===== config.mk =====
export PLATFORM = sky130hd
export DESIGN_NAME = straddling_checkerboard_codec
export DESIGN_NICKNAME = d
export VERILOG_FILES = /design/src/rtl/scc_pkg.sv /design/src/rtl/scc_ram.sv /design/src/rtl/scc_outq.sv /design/src/rtl/straddling_checkerboard_codec.sv
export SDC_FILE = /design/constraint.sdc
export NUM_CORES = 1
export LEC_CHECK = 0
export BUFFER_PORTS_ARGS = -buffer_cell sky130_fd_sc_hd__buf_4
export CAP_MARGIN = 40
export CORE_ASPECT_RATIO = 2
export CORE_MARGIN = 4
export CORE_UTILIZATION = 50
export CTS_BUF_LIST = sky130_fd_sc_hd__clkbuf_16
export CTS_CLUSTER_SIZE = 28
export DETAILED_ROUTE_END_ITERATION = 7
export PLACE_DENSITY = 0.68
export SKIP_LAST_GASP = 1
export SYNTH_ARGS = -nofsm -noshare
export SYNTH_HDL_FRONTEND = slang
export SYNTH_SLANG_ARGS = --single-unit
export TNS_END_PERCENT = 20

===== constraint.sdc =====
create_clock -name clk -period 7.15 [get_ports clk]
set_input_delay 1.7875 -clock clk [delete_from_list [all_inputs] [get_ports clk]]
set_output_delay 1.7875 -clock clk [all_outputs]
set_load 0.01 [all_outputs]

===== src/rtl/scc_pkg.sv =====
// Shared types, codes and symbol tables for the straddling checkerboard codec.
// No dependencies; imported by scc_outq, straddling_checkerboard_codec, scc_checker and tb.
package scc_pkg;

    // Operation codes carried in the low bits of the input request
    localparam logic [2:0] OP_CLEAR  = 3'd0;
    localparam logic [2:0] OP_KEY    = 3'd1;
    localparam logic [2:0] OP_BUILD  = 3'd2;
    localparam logic [2:0] OP_ENCODE = 3'd3;
    localparam logic [2:0] OP_DECODE = 3'd4;

    // Configuration register indexes
    localparam logic [1:0] CFG_FIRST_BLANK  = 2'd0;
    localparam logic [1:0] CFG_SECOND_BLANK = 2'd1;

    localparam int unsigned NUM_SYMBOLS = 28;
    localparam int unsigned NUM_CELLS   = 30;
    localparam int unsigned DEFAULT_LEN = 27;
    localparam logic [7:0]  CHAR_SPACE  = 8'h20;
    localparam logic [7:0]  CHAR_ZERO   = 8'h30;

    // Sequencer states
    typedef enum logic [2:0] {
        ST_IDLE,
        ST_LOOK,
        ST_BINIT,
        ST_BRD,
        ST_BWR
    } state_t;

    // Up to two result pushes per request into the output queue
    typedef struct packed {
        logic       v0;
        logic [8:0] d0;   // {last, char}
        logic       v1;
        logic [8:0] d1;   // {last, char}
    } push_t;

    // Default fill order ESTONIARBCDFGHKLMPQUVWXYZ.# as symbol numbers
    localparam logic [4:0] DEFAULT_ORDER [DEFAULT_LEN] = '{
        5'd4,  5'd18, 5'd19, 5'd14, 5'd13, 5'd8,  5'd0,  5'd17, 5'd1,
        5'd2,  5'd3,  5'd5,  5'd6,  5'd7,  5'd10, 5'd11, 5'd12, 5'd15,
        5'd16, 5'd20, 5'd21, 5'd22, 5'd23, 5'd24, 5'd25, 5'd26, 5'd27
    };

    // ASCII to {valid, symbol}; lower case folds to upper case
    function automatic logic [5:0] sym_index(input logic [7:0] c);
        logic [7:0] u;
        logic [7:0] off;
        logic [5:0] res;
        u   = (c >= 8'h61 && c <= 8'h7A) ? (c - 8'h20) : c;
        off = u - 8'h41;
        res = 6'd0;
        if (u >= 8'h41 && u <= 8'h5A) res = {1'b1, off[4:0]};
        else if (u == 8'h2E)          res = {1'b1, 5'd26};
        else if (u == 8'h23)          res = {1'b1, 5'd27};
        return res;
    endfunction

    // Symbol number to ASCII
    function automatic logic [7:0] char_of_sym(input logic [4:0] s);
        logic [7:0] res;
        if (s < 5'd26)       res = 8'h41 + {3'b000, s};
        else if (s == 5'd26) res = 8'h2E;
        else                 res = 8'h23;
        return res;
    endfunction

    // Effective blank columns: saturate at nine, equal values split apart
    function automatic logic [7:0] eff_blanks(input logic [3:0] fb, input logic [3:0] sb);
        logic [3:0] a;
        logic [3:0] b;
        a = (fb > 4'd9) ? 4'd9 : fb;
        b = (sb > 4'd9) ? 4'd9 : sb;
        if (a == b) b = (a == 4'd9) ? 4'd0 : a + 4'd1;
        return {b, a};
    endfunction

endpackage


===== src/rtl/scc_ram.sv =====
// Generic single-port-write, single-port-read RAM with registered read data.
// No dependencies.
module scc_ram #(
    parameter int WIDTH = 8,
    parameter int DEPTH = 32
) (
    input  logic                     clk,
    input  logic                     we,
    input  logic [$clog2(DEPTH)-1:0] wr_addr,
    input  logic [WIDTH-1:0]         wr_data,
    input  logic [$clog2(DEPTH)-1:0] rd_addr,
    output logic [WIDTH-1:0]         rd_data
);

    logic [WIDTH-1:0] mem [DEPTH];

    // write port
    always_ff @(posedge clk)
    begin
        if (we)
        begin
            mem[wr_addr] <= wr_data;
        end
    end

    // registered read port
    always_ff @(posedge clk)
    begin
        rd_data <= mem[rd_addr];
    end

endmodule


===== src/rtl/scc_outq.sv =====
// Four-entry result queue between the codec core and the output stream.
// Depends on scc_pkg (push_t).
module scc_outq (
    input  logic           clk,
    input  logic           rst_n,
    input  scc_pkg::push_t push,
    input  logic           pop,
    output logic           valid,
    output logic [8:0]     head,
    output logic           room
);

    import scc_pkg::*;

    logic [8:0] entry_reg [4];
    logic [1:0] wr_ptr_reg, wr_ptr_next;
    logic [1:0] rd_ptr_reg, rd_ptr_next;
    logic [2:0] cnt_reg, cnt_next;
    logic [1:0] wr_ptr_plus1;

    assign wr_ptr_plus1 = wr_ptr_reg + 2'd1;
    assign valid        = (cnt_reg != 3'd0);
    assign head         = entry_reg[rd_ptr_reg];
    // room for the two results one request may cause
    assign room         = (cnt_reg <= 3'd2);

    // pointer and fill arithmetic
    always_comb
    begin
        wr_ptr_next = wr_ptr_reg + {1'b0, push.v0} + {1'b0, push.v1};
        rd_ptr_next = rd_ptr_reg + {1'b0, pop};
        cnt_next    = cnt_reg + {2'b00, push.v0} + {2'b00, push.v1} - {2'b00, pop};
    end

    // queue storage, payload only
    always_ff @(posedge clk)
    begin
        if (push.v0)
        begin
            entry_reg[wr_ptr_reg] <= push.d0;
        end
        if (push.v1)
        begin
            entry_reg[wr_ptr_plus1] <= push.d1;
        end
    end

    // control state
    always_ff @(posedge clk or negedge rst_n)
    begin
        if (!rst_n)
        begin
            wr_ptr_reg <= 2'd0;
            rd_ptr_reg <= 2'd0;
            cnt_reg    <= 3'd0;
        end
        else
        begin
            wr_ptr_reg <= wr_ptr_next;
            rd_ptr_reg <= rd_ptr_next;
            cnt_reg    <= cnt_next;
        end
    end

endmodule


===== src/rtl/straddling_checkerboard_codec.sv =====
// Straddling checkerboard codec over A-Z, '.' and '#'; board, positions and keyword in RAMs.
// Encode/decode: a request goes to a lookup state that pushes its result into the output
// queue; no new request is taken until then. A build walks the 30 board cells in a read and
// a write state each, plus a write-state pass per skipped keyword symbol, with s_axis_tready
// low. Reset (async, rst_n low) clears control state and then runs the same build for the
// default layout before the first request; a write to either blank register also rebuilds.
module straddling_checkerboard_codec (
    input  logic        clk,
    input  logic        rst_n,
    // configuration write port
    input  logic        cfg_we,
    input  logic [1:0]  cfg_index,
    input  logic [3:0]  cfg_wdata,
    // request stream
    input  logic        s_axis_tvalid,
    output logic        s_axis_tready,
    input  logic [15:0] s_axis_tdata,   // [2:0] operation, [10:3] text_char, [15:11] zero
    input  logic        s_axis_tlast,   // end_of_text
    // result stream
    output logic        m_axis_tvalid,
    input  logic        m_axis_tready,
    output logic [7:0]  m_axis_tdata,   // [7:0] out_char
    output logic        m_axis_tlast    // last_of_run
);

    import scc_pkg::*;

    state_t      state_reg, state_next;
    logic [3:0]  fb_reg, sb_reg;
    logic [3:0]  blank1, blank2;
    logic [4:0]  kc_reg, kc_next;
    logic [27:0] used_reg, used_next;
    logic [27:0] pos_valid_reg, pos_valid_next;
    logic [1:0]  pend_reg, pend_next;
    logic        build_req_reg, build_req_next;
    logic        look_enc_reg, look_enc_next;
    logic        look_hit_reg, look_hit_next;
    logic [4:0]  cell_reg, cell_next;
    logic [1:0]  row_reg, row_next;
    logic [3:0]  col_reg, col_next;
    logic [4:0]  idx_reg, idx_next;
    logic [4:0]  sym_reg, sym_next;

    logic        acc;
    logic [2:0]  in_op;
    logic [7:0]  in_char;
    logic        in_eot;
    logic [5:0]  in_sym_full;
    logic        in_sym_ok;
    logic [4:0]  in_sym;
    logic        cfg_hit;
    logic        key_we;
    logic        q_room;
    logic        q_valid;
    logic [8:0]  q_head;
    push_t       push;

    logic        digit;
    logic [3:0]  dig;
    logic        dec_emit;
    logic [4:0]  dec_addr;

    logic [4:0]  key_rd;
    logic [5:0]  pos_rd;
    logic [7:0]  cell_rd;

    logic        cell_we;
    logic [7:0]  cell_wdata;
    logic        pos_we;
    logic [4:0]  b_sym;
    logic        adv_cell, adv_idx, adv_sym;
    logic [31:0] used_ext;
    logic [4:0]  seq_len;
    logic        top_blank;
    logic [7:0]  blanks;

    // request fields and handshake
    assign in_op       = s_axis_tdata[2:0];
    assign in_char     = s_axis_tdata[10:3];
    assign in_eot      = s_axis_tlast;
    assign in_sym_full = sym_index(in_char);
    assign in_sym_ok   = in_sym_full[5];
    assign in_sym      = in_sym_full[4:0];
    assign s_axis_tready = (state_reg == ST_IDLE) && !build_req_reg && q_room;
    assign acc         = s_axis_tvalid && s_axis_tready;

    assign blanks  = eff_blanks(fb_reg, sb_reg);
    assign blank1  = blanks[3:0];
    assign blank2  = blanks[7:4];
    assign cfg_hit = cfg_we && (cfg_index == CFG_FIRST_BLANK || cfg_index == CFG_SECOND_BLANK);

    // new keyword letter: A-Z only, not yet seen, room left
    assign key_we = acc && (in_op == OP_KEY) && in_sym_ok && (in_sym < 5'd26)
                    && !used_reg[in_sym] && (kc_reg < 5'(NUM_SYMBOLS));

    // decode: digit parsing against the pending prefix
    always_comb
    begin
        digit    = (in_char >= 8'h30) && (in_char <= 8'h39);
        dig      = digit ? in_char[3:0] : 4'd0;
        dec_emit = 1'b0;
        dec_addr = {1'b0, dig};
        if (pend_reg == 2'd1 || pend_reg == 2'd2)
        begin
            dec_emit = digit;
            dec_addr = (pend_reg == 2'd1) ? 5'd10 + {1'b0, dig} : 5'd20 + {1'b0, dig};
        end
        else if (digit && dig != blank1 && dig != blank2)
        begin
            dec_emit = 1'b1;
        end
    end

    // next state
    always_comb
    begin
        state_next = state_reg;
        unique case (state_reg)
            ST_IDLE:
            begin
                if (build_req_reg)
                    state_next = ST_BINIT;
                else if (acc && (in_op == OP_ENCODE || in_op == OP_DECODE))
                    state_next = ST_LOOK;
            end
            ST_LOOK:  state_next = ST_IDLE;
            ST_BINIT: state_next = ST_BRD;
            ST_BRD:   state_next = ST_BWR;
            ST_BWR:
            begin
                if (adv_cell)
                    state_next = (cell_reg == 5'(NUM_CELLS - 1)) ? ST_IDLE : ST_BRD;
            end
            default:  state_next = ST_IDLE;
        endcase
    end

    // outputs: board walk writes and result pushes
    always_comb
    begin
        used_ext   = {4'b0000, used_reg};
        seq_len    = (kc_reg == 5'd0) ? 5'(DEFAULT_LEN) : 5'(NUM_SYMBOLS);
        top_blank  = (row_reg == 2'd0) && (col_reg == blank1 || col_reg == blank2);
        cell_we    = 1'b0;
        cell_wdata = CHAR_SPACE;
        pos_we     = 1'b0;
        b_sym      = sym_reg;
        adv_cell   = 1'b0;
        adv_idx    = 1'b0;
        adv_sym    = 1'b0;
        push       = '0;

        unique case (state_reg)
            ST_BWR:
            begin
                if (top_blank || idx_reg >= seq_len)
                begin
                    cell_we  = 1'b1;
                    adv_cell = 1'b1;
                end
                else if (kc_reg == 5'd0)
                begin
                    b_sym    = DEFAULT_ORDER[idx_reg];
                    cell_we  = 1'b1;
                    pos_we   = 1'b1;
                    adv_cell = 1'b1;
                    adv_idx  = 1'b1;
                end
                else if (idx_reg < kc_reg)
                begin
                    b_sym    = key_rd;
                    cell_we  = 1'b1;
                    pos_we   = 1'b1;
                    adv_cell = 1'b1;
                    adv_idx  = 1'b1;
                end
                else if (used_ext[sym_reg])
                begin
                    // keyword letter already placed: skip it
                    adv_sym = 1'b1;
                end
                else
                begin
                    cell_we  = 1'b1;
                    pos_we   = 1'b1;
                    adv_cell = 1'b1;
                    adv_idx  = 1'b1;
                    adv_sym  = 1'b1;
                end
                if (pos_we)
                    cell_wdata = char_of_sym(b_sym);
            end
            ST_LOOK:
            begin
                if (look_hit_reg && look_enc_reg)
                begin
                    if (pos_rd[5:4] == 2'd1 || pos_rd[5:4] == 2'd2)
                    begin
                        push.v0 = 1'b1;
                        push.d0 = {1'b0, CHAR_ZERO
                                   + {4'd0, (pos_rd[5:4] == 2'd1) ? blank1 : blank2}};
                        push.v1 = 1'b1;
                        push.d1 = {1'b1, CHAR_ZERO + {4'd0, pos_rd[3:0]}};
                    end
                    else
                    begin
                        push.v0 = 1'b1;
                        push.d0 = {1'b1, CHAR_ZERO + {4'd0, pos_rd[3:0]}};
                    end
                end
                else if (look_hit_reg)
                begin
                    push.v0 = 1'b1;
                    push.d0 = {1'b1, cell_rd};
                end
            end
            default:
            begin
            end
        endcase
    end

    // next values of the control state
    always_comb
    begin
        kc_next        = kc_reg;
        used_next      = used_reg;
        pos_valid_next = pos_valid_reg;
        pend_next      = pend_reg;
        look_enc_next  = look_enc_reg;
        look_hit_next  = look_hit_reg;
        cell_next      = cell_reg;
        row_next       = row_reg;
        col_next       = col_reg;
        idx_next       = idx_reg;
        sym_next       = sym_reg;
        build_req_next = cfg_hit || (acc && in_op == OP_BUILD)
                         || (build_req_reg && state_reg != ST_IDLE);

        // keyword bookkeeping
        if (acc && in_op == OP_CLEAR)
        begin
            kc_next   = 5'd0;
            used_next = '0;
        end
        if (key_we)
        begin
            kc_next   = kc_reg + 5'd1;
            used_next = used_reg | (28'd1 << in_sym);
        end

        // lookup request captured for the next cycle
        if (acc)
        begin
            look_enc_next = (in_op == OP_ENCODE);
            look_hit_next = (in_op == OP_ENCODE) ? (in_sym_ok && pos_valid_reg[in_sym])
                                                 : dec_emit;
            if (in_op == OP_DECODE)
            begin
                if (pend_reg == 2'd1 || pend_reg == 2'd2)
                    pend_next = 2'd0;
                else if (digit)
                    pend_next = (dig == blank1) ? 2'd1 : (dig == blank2) ? 2'd2 : 2'd0;
            end
            if (in_eot)
                pend_next = 2'd0;
        end

        // board walk counters
        if (state_reg == ST_BINIT)
        begin
            pos_valid_next = '0;
            cell_next      = 5'd0;
            row_next       = 2'd0;
            col_next       = 4'd0;
            idx_next       = 5'd0;
            sym_next       = 5'd0;
        end
        if (pos_we)
            pos_valid_next = pos_valid_reg | (28'd1 << b_sym);
        if (adv_cell)
        begin
            cell_next = cell_reg + 5'd1;
            if (col_reg == 4'd9)
            begin
                col_next = 4'd0;
                row_next = row_reg + 2'd1;
            end
            else
            begin
                col_next = col_reg + 4'd1;
            end
        end
        if (adv_idx)
            idx_next = idx_reg + 5'd1;
        if (adv_sym)
            sym_next = sym_reg + 5'd1;
    end

    // registers
    always_ff @(posedge clk or negedge rst_n)
    begin
        if (!rst_n)
        begin
            state_reg     <= ST_IDLE;
            fb_reg        <= 4'd2;
            sb_reg        <= 4'd6;
            kc_reg        <= 5'd0;
            used_reg      <= '0;
            pos_valid_reg <= '0;
            pend_reg      <= 2'd0;
            build_req_reg <= 1'b1;
            look_enc_reg  <= 1'b0;
            look_hit_reg  <= 1'b0;
            cell_reg      <= 5'd0;
            row_reg       <= 2'd0;
            col_reg       <= 4'd0;
            idx_reg       <= 5'd0;
            sym_reg       <= 5'd0;
        end
        else
        begin
            state_reg     <= state_next;
            if (cfg_we && cfg_index == CFG_FIRST_BLANK)
                fb_reg <= cfg_wdata;
            if (cfg_we && cfg_index == CFG_SECOND_BLANK)
                sb_reg <= cfg_wdata;
            kc_reg        <= kc_next;
            used_reg      <= used_next;
            pos_valid_reg <= pos_valid_next;
            pend_reg      <= pend_next;
            build_req_reg <= build_req_next;
            look_enc_reg  <= look_enc_next;
            look_hit_reg  <= look_hit_next;
            cell_reg      <= cell_next;
            row_reg       <= row_next;
            col_reg       <= col_next;
            idx_reg       <= idx_next;
            sym_reg       <= sym_next;
        end
    end

    // keyword letters in order of arrival
    scc_ram #(.WIDTH(5), .DEPTH(28)) u_key_ram (
        .clk     (clk),
        .we      (key_we),
        .wr_addr (kc_reg),
        .wr_data (in_sym),
        .rd_addr (idx_reg),
        .rd_data (key_rd)
    );

    // symbol positions {row, column}; validity kept in pos_valid_reg
    scc_ram #(.WIDTH(6), .DEPTH(28)) u_pos_ram (
        .clk     (clk),
        .we      (pos_we),
        .wr_addr (b_sym),
        .wr_data ({row_reg, col_reg}),
        .rd_addr (in_sym),
        .rd_data (pos_rd)
    );

    // board cells as ASCII
    scc_ram #(.WIDTH(8), .DEPTH(30)) u_cell_ram (
        .clk     (clk),
        .we      (cell_we),
        .wr_addr (cell_reg),
        .wr_data (cell_wdata),
        .rd_addr (dec_addr),
        .rd_data (cell_rd)
    );

    // result queue
    scc_outq u_outq (
        .clk   (clk),
        .rst_n (rst_n),
        .push  (push),
        .pop   (m_axis_tvalid && m_axis_tready),
        .valid (q_valid),
        .head  (q_head),
        .room  (q_room)
    );

    assign m_axis_tvalid = q_valid;
    assign m_axis_tdata  = q_head[7:0];
    assign m_axis_tlast  = q_head[8];

    // keyword count and mask stay in step
    a_key_sync: assert property (@(posedge clk) disable iff (!rst_n)
        $countones(used_reg) == 32'(kc_reg))
        else $error("keyword count and used mask disagree");

    // an accepted lookup is served in the following cycle
    a_look_follows: assert property (@(posedge clk) disable iff (!rst_n)
        (acc && (in_op == OP_ENCODE || in_op == OP_DECODE)) |=> (state_reg == ST_LOOK))
        else $error("lookup request not followed by lookup cycle");

    // the walk never runs past the last cell
    a_cell_range: assert property (@(posedge clk) disable iff (!rst_n)
        (state_reg == ST_BWR) |-> (cell_reg <= 5'(NUM_CELLS - 1)))
        else $error("board walk beyond last cell");

    // the unused-symbol scan stays in range while symbols remain to place
    a_scan_range: assert property (@(posedge clk) disable iff (!rst_n)
        (state_reg == ST_BWR && kc_reg != 5'd0 && idx_reg >= kc_reg
         && idx_reg < 5'(NUM_SYMBOLS)) |-> (sym_reg < 5'(NUM_SYMBOLS)))
        else $error("symbol scan out of range");

endmodule


=== Word level (Yosys, flattened, before mapping) ===
Memory sizes are Yosys's and may differ from the RTL's. A register that Yosys moved wholly into a read port is not among the register bits.
Cells that the tools add are included.

* Flip-flop bits (word level): 105
* Memory bits (writable): 584
* Bits in read-only memories: 160
* Logic and storage cells: 233
* Memories kept: 5

* $add $sub $neg: 21
* Order comparisons: 17
* Equal/unequal tests: 28
* Shift-type cells: 2
* Mux-type cells: 89
* Bitwise logic cells: 3
* Reduce and logical (&&, ||, !) cells: 50

{| class="wikitable"
|+ Memories
! memory !! depth !! bits a word !! read ports !! clocked after Yosys merged registers in !! write ports !! line !! RTL
|-
| u_cell_ram.mem || 30 || 8 || 1 || 1 || 1 || scc_ram.sv:15 || <nowiki>logic [WIDTH-1:0] mem [DEPTH];</nowiki>
|-
| u_pos_ram.mem || 28 || 6 || 1 || 1 || 1 || scc_ram.sv:15 ||
|-
| (name not given) || 32 || 5 || 1 || 0 || 0 || straddling_checkerboard_codec.sv:163 || <nowiki>b_sym = DEFAULT_ORDER[idx_reg];</nowiki>
|-
| u_key_ram.mem || 28 || 5 || 1 || 1 || 1 || scc_ram.sv:15 ||
|-
| u_outq.entry_reg || 4 || 9 || 1 || 0 || 2 || scc_outq.sv:15 || <nowiki>logic [8:0] entry_reg [4];</nowiki>
|}

{| class="wikitable"
|+ Operators with widths
! kind !! number
|-
| $mux 28 || 4
|-
| $mux 5 || 15
|-
| $or 28x28->28 || 2
|-
| $shl 1x5->28 const A || 2
|-
| $mux 10 || 4
|-
| $mux 4 || 10
|-
| $mux 8 || 4
|-
| $mux 1 || 29
|-
| $logic_and 1x1->1 || 24
|-
| $add 5x1->5 const B || 4
|-
| $eq 4x4->1 || 5
|-
| $mux 2 || 10
|-
| $mux 20 || 1
|-
| $mux 6 || 3
|-
| $eq 8x6->1 const B || 2
|-
| $ge 8x7->1 const B || 2
|-
| $le 8x7->1 const B || 2
|-
| $bmux 1 s5 || 3
|-
| $lt 5x5->1 const B || 3
|-
| $add 6x4->7 const A || 2
|-
| $eq 3x2->1 const B || 4
|-
| $lt 5x6->1 const B || 2
|-
| $mux 3 || 4
|-
| $pmux 3 s4 || 1
|-
| other kinds (37) || 68
|}

=== Depth between registers and ports, before layout ===
* Word-level depth: 16
* Gate-level depth with buffers: 19
* Mapped depth without buffers: 18

=== Hierarchy ===
Synthesis repeated with hierarchy kept, for this count alone.

* Cell total of the unflattened synthesis: 2177
* Area total of the unflattened synthesis: 31773.0 um^2

{| class="wikitable"
|+ Modules (own cells, without submodules)
! module !! instances !! cells an instance !! area each (um^2) !! sequential area each (um^2)
|-
| scc_ram at u_cell_ram || 1 || 530 || 9791.9 || 7367.1
|-
| straddling_checkerboard_codec || 1 || 843 || 7180.6 || 2457.4
|-
| scc_ram at u_pos_ram || 1 || 361 || 6865.3 || 5165.0
|-
| scc_ram at u_key_ram || 1 || 322 || 5741.8 || 4304.1
|-
| scc_outq || 1 || 121 || 2193.4 || 1256.2
|}

=== Worst setup path before layout ===
Ideal clock, no wire load.

* Kind: register -> register
* Start point: register fb_reg[2]
* End point: memory u_cell_ram.mem[0][4] (data pin)
* Library setup time: 0.451 ns
* Data arrival time: 4.734 ns
* Data required time: 6.699 ns
* Path slack: 1.964 ns
* Cell stages (with the launch flop): 18
* Clock period less this slack: 5.186 ns
* Cells stage by stage: dfrtp_1 buf_2 o21a_1 nor2_1 inv_1 ha_1 and3_1 o2111a_1 or2_1 or4_1 buf_4 nand2_4 mux2_2 ha_1 nand3_1 xnor2_1 nor2_1 a211oi_1

* Longest elaborated chain between the ends: 15

{| class="wikitable"
|+ Ends and longest elaborated chain
! item !! line !! RTL
|-
| start, declared || straddling_checkerboard_codec.sv:29 || <nowiki>logic [3:0] fb_reg, sb_reg;</nowiki>
|-
| start signal, assigned || straddling_checkerboard_codec.sv:325 || <nowiki>fb_reg <= cfg_wdata;</nowiki>
|-
| $gt 4x4->1 || scc_pkg.sv:73 || <nowiki>a = (fb > 4'd9) ? 4'd9 : fb;</nowiki>
|-
| $mux 4 (*) || scc_pkg.sv:73 ||
|-
| $add 4x1->4 / $eq 4x4->1 (equally long branches) || scc_pkg.sv:75 || <nowiki>if (a == b) b = (a == 4'd9) ? 4'd0 : a + 4'd1;</nowiki>
|-
| $mux 4 (2 in a row) || scc_pkg.sv:75 ||
|-
| $eq 4x4->1 || straddling_checkerboard_codec.sv:143 || <nowiki>top_blank = (row_reg == 2'd0) && (col_reg == blank1 || col_reg == blank2);</nowiki>
|-
| $logic_or 1x1->1 (*) || straddling_checkerboard_codec.sv:143 ||
|-
| $logic_and 1x1->1 (*) || straddling_checkerboard_codec.sv:143 ||
|-
| $logic_or 1x1->1 (*) || straddling_checkerboard_codec.sv:156 || <nowiki>if (top_blank || idx_reg >= seq_len)</nowiki>
|-
| $mux 5 || straddling_checkerboard_codec.sv:156 ||
|-
| $mux 5 || straddling_checkerboard_codec.sv:153 || <nowiki>unique case (state_reg)</nowiki>
|-
| $add 7x5->8 / $lt 5x5->1 (equally long branches) || scc_pkg.sv:63 || <nowiki>if (s < 5'd26) res = 8'h41 + {3'b000, s};</nowiki>
|-
| $mux 8 || scc_pkg.sv:63 ||
|-
| $mux 8 (*) || straddling_checkerboard_codec.sv:190 || <nowiki>if (pos_we)</nowiki>
|-
| $mux 8 (*) || straddling_checkerboard_codec.sv:153 ||
|-
| via cell_wdata[4] || straddling_checkerboard_codec.sv:68 || <nowiki>logic [7:0] cell_wdata;</nowiki>
|-
| end, declared || scc_ram.sv:15 ||
|}

Mark *: on every way through the listed nets, which the timed path passes. The rest lies on a longest branch. The select of a mux whose other input is x is not followed.

=== Worst setup path after layout ===
* Start point: input s_axis_tdata[8]
* End point: memory u_key_ram.mem[20][2] (netlist: u_key_ram.mem[10][2]) (enable)

* Longest elaborated chain between the ends: 14

{| class="wikitable"
|+ Ends and longest elaborated chain
! item !! line !! RTL
|-
| start, declared || straddling_checkerboard_codec.sv:17 || <nowiki>input logic [15:0] s_axis_tdata,</nowiki>
|-
| $ge 8x7->1 / $le 8x7->1 (equally long branches) || scc_pkg.sv:51 || <nowiki>u = (c >= 8'h61 && c <= 8'h7A) ? (c - 8'h20) : c;</nowiki>
|-
| $logic_and 1x1->1 || scc_pkg.sv:51 ||
|-
| $mux 8 (*) || scc_pkg.sv:51 ||
|-
| branches (longest 3 deep; another with $ge 8x7->1) || n/a ||
|-
| $mux 6 (*) || scc_pkg.sv:54 || <nowiki>if (u >= 8'h41 && u <= 8'h5A) res = {1'b1, off[4:0]};</nowiki>
|-
| $bmux 1 s5 || straddling_checkerboard_codec.sv:94 || <nowiki>&& !used_reg[in_sym] && (kc_reg < 5'(NUM_SYMBOLS));</nowiki>
|-
| $mux 1 (implied by the code) || straddling_checkerboard_codec.sv:94 ||
|-
| $logic_not 1->1 || straddling_checkerboard_codec.sv:94 ||
|-
| $logic_and 1x1->1 (*) (2 in a row) || straddling_checkerboard_codec.sv:94 ||
|-
| $mux 1 (*) || scc_ram.sv:20 || <nowiki>if (we)</nowiki>
|-
| $mux 1 (implied by the code) (*) || scc_ram.sv:22 || <nowiki>mem[wr_addr] <= wr_data;</nowiki>
|-
| end, declared || scc_ram.sv:15 ||
|}

Mark *: on every way between the ends. The select of a mux whose other input is x is not followed.

==> reports/results.ini <==
[job]
max_cap_violations=0

[layout]
final_common_cell=edfxtp_1
final_area_um2=33300
fin_cells=3097
area_growth_pct=10.3
regMostFlops=u_cell_ram.mem
largest_reg_flops=210
drive_gt1_share_pct=15.1
layout_common_cells=edfxtp_1 (546), nand2_1 (336), nor2_1 (158), nand3_1 (130), mux4_2 (105)
finalNetCount=2348
n_fill_cell=4712
diodes=0
top_regs=u_cell_ram.mem: 210 flops, u_pos_ram.mem: 168 flops, u_key_ram.mem: 140 flops

[clocking]
cts.sinks=673
path_clk_slew_ns=0.06
cts_resized=0
cts_setup_buffers=0
cts_hold_buf=0
cts_tree=built
clk_latency_ns=0.64
cts_buffers=57
cts_root_buffer=clkbuf_16
cts_buffer_depth=3
htree_levels=2

[route]
dr_total_vias=18700
wl_per_cell_um=23.8
highest_layer=met4
wl_met1_mm=24.6
met3_length_mm=2.63
dr.first_iter.drc_count=1547
drc=0
routed_wl_mm=73.8
vias_per_cell=6.03
final_antenna_net_count=0
dr_wl_met2_mm=42.0
first_pass_iters=6

[synth]
syn_inst=2258
syn-num-nets=2330
synth-edff-count=546
synth_seq_cells=673
synth_top_area_share_pct=54.2
synth.area.top_cells=edfxtp_1 (54%), dfrtp_1 (8.4%), mux4_2 (7.8%)
synthArstFlopShare_pct=15.6
ys_types=102
synth_seq_area_share_pct=64.4
avgSynthCellArea_um2=13.4
yosysWarnings=0
yosysTopAreaCell=edfxtp_1
syn_area_um2=30200
synth_top_flop_cell=edfxtp_1

[placed_design]
placed_area_um2=31500
gp_congestion=0.924
io_buffers=32
dp_slack_ns=0.800
dp.cells=2991
hpwlAfterDp_mm=51.4

[floorplan]
die-area_um2=64700
ioPinCount=39
die_y_um=356
start_util_pct=50.5
fp.dieW_um=182
core_area_um2=59900
rows=127

[pwr]
pwr-share-clk_pct=30.3
p_int_mw=7.00
peakVddDrop_mv=0.256
total_power_mw=10.1
power_leakage_nw=11.9
pwr-share-comb_pct=23.5
pwr-share-seq_pct=46.2
swShare_pct=30.6
power_density_nw_per_um2=302
p_switching_mw=3.08

[worst_setup_path]
start_kind=primary input
worstSetupPathType=in2reg
worst_ep_arrival_time_ns=5.96
reg2reg_to=u_cell_ram.mem[5][6]
reg2reg_depth=14
critPathLaunch=s_axis_tdata[8]
rr_startpoint=fb_reg[2]
crit_fanout=18
critPathCaptureType=register
required_ns=7.39
r2r_slack_ns=1.83

[timing]
fin_skew_ns=0.0371
tightest_slew_ns=0.888
grt_setup_unrepaired=false
final.period_utilization_pct=79.9
relSlewSlack_pct=40.6
drv_slew=0
finalCriticalPeriod_ns=5.72
hold_violations=0
fmax_mhz=175
setup_ws_ns=1.43
setup_viol=0
tns_ns=0

[grt]
grt_pass1_wl_mm=114
grt_overflow=0
grt_max_degree=112
grt_util_all_layers_pct=22.8
grt_pass1_vias=19200
antenna_found_initial=0

[worst_hold_path]
hp-start=pos_valid_reg[16]
holdPathEnd=pos_valid_reg[16]
hold_path.class=reg2reg
min_path_cells=1

[run_status]
outcome=finished clean

per-stage QoR:
stage | hold slack, ns | utilization, %
5_1_grt | 0.500 | 55.6
6_report | 0.485 | 55.6
3_3_place_gp | 0.449 | 52.3
3_5_place_dp | 0.466 | 52.6
2_1_floorplan | 0.437 | -
4_1_cts | 0.481 | 55.6
power groups by stage:
| stage | logic, mW | registers, mW | clock network [mW] |
|---|---|---|---|
| CTS | 2.37 | 4.65 | 3.11 |
| detailed placement | 2.36 | 4.73 | 0 |
| floorplan | 1.65 | 4.62 | 0 |
| global placement | 2.29 | 4.73 | 0 |
| global route | 2.54 | 4.68 | 3.28 |
| finish | 2.37 | 4.65 | 3.06 |
metal layers:
layer,vias to the layer above,GRT usage (%)
met5,-,0
met4,0,12.3
met3,176,2.19
met2,563,43.5
met1,9391,24.3
li1,8550,-
synthesized netlist by cell type, types with 15 or more instances:
cell      number
o21ai_0       75
mux2i_1       28
clkbuf_1      73
mux4_2       105
nor2b_1       25
xnor2_1       15
nor2_1       159
ha_1          41
a21oi_1       49
nor3_1        17
nand3_1      130
dfxtp_1       22
and3_1        28
a31oi_1       36
buf_1         26
buf_2         16
a211oi_1      37
and2_1        27
dfrtp_1      101
nand2b_1      15
a21o_1        27
o21ai_1       21
mux2_2        15
inv_1         50
nand2_1      336
edfxtp_1     546
worst max-delay path by stage:
stage / end / slack (ns) / cells past startpoint
3_3_place_gp: u_key_ram.mem[5][0] / 0.86 / 15
6_report: u_key_ram.mem[10][2] / 1.43 / 15
3_5_place_dp: u_key_ram.mem[10][2] / 0.80 / 15
2_1_floorplan: u_cell_ram.mem[0][4] / 1.96 / 17
4_1_cts: u_key_ram.mem[10][2] / 1.44 / 15
5_1_grt: u_key_ram.mem[23][4] / 1.19 / 15
worst max-delay path, cell delays in order:
cell	delay (ns)
buf_4	0.12
inv_1	0.07
ha_1	0.30
or3_1	0.41
o221a_2	0.31
nor3_2	0.22
nand2_1	0.08
buf_4	0.22
inv_2	0.28
mux2_2	0.38
o211ai_1	0.18
a21oi_1	0.16
o21ai_2	0.70
nand2_4	0.23
nor2_1	0.49
area by class of cell:
type | count | area, um^2 | area share [%]
sequential | 673 | 19500 | 58.4
clock buffer | 57 | 1430 | 4.28
inverter | 56 | 211 | 0.634
multi-input combinational | 1402 | 10100 | 30.3
clock inverter | 49 | 388 | 1.16
tap | 774 | 968 | 2.91
timing repair buffer | 86 | 768 | 2.30
logic make-up after synthesis:
| family | count (synthesis) | synth area share (%) |
|---|---|---|
| adder cells (fa/ha/maj) | 44 | 1.90 |
| flip-flops | 673 | 64.4 |
| other | 1 | 0.0124 |
| AND/OR/NAND/NOR | 812 | 12.5 |
| XOR/XNOR | 29 | 0.865 |
| buffers and inverters | 183 | 2.51 |
| AO/OA/AOI/OAI | 368 | 8.46 |
| multiplexers | 148 | 9.31 |
No activity file was read; power rests on OpenSTA's default activity.
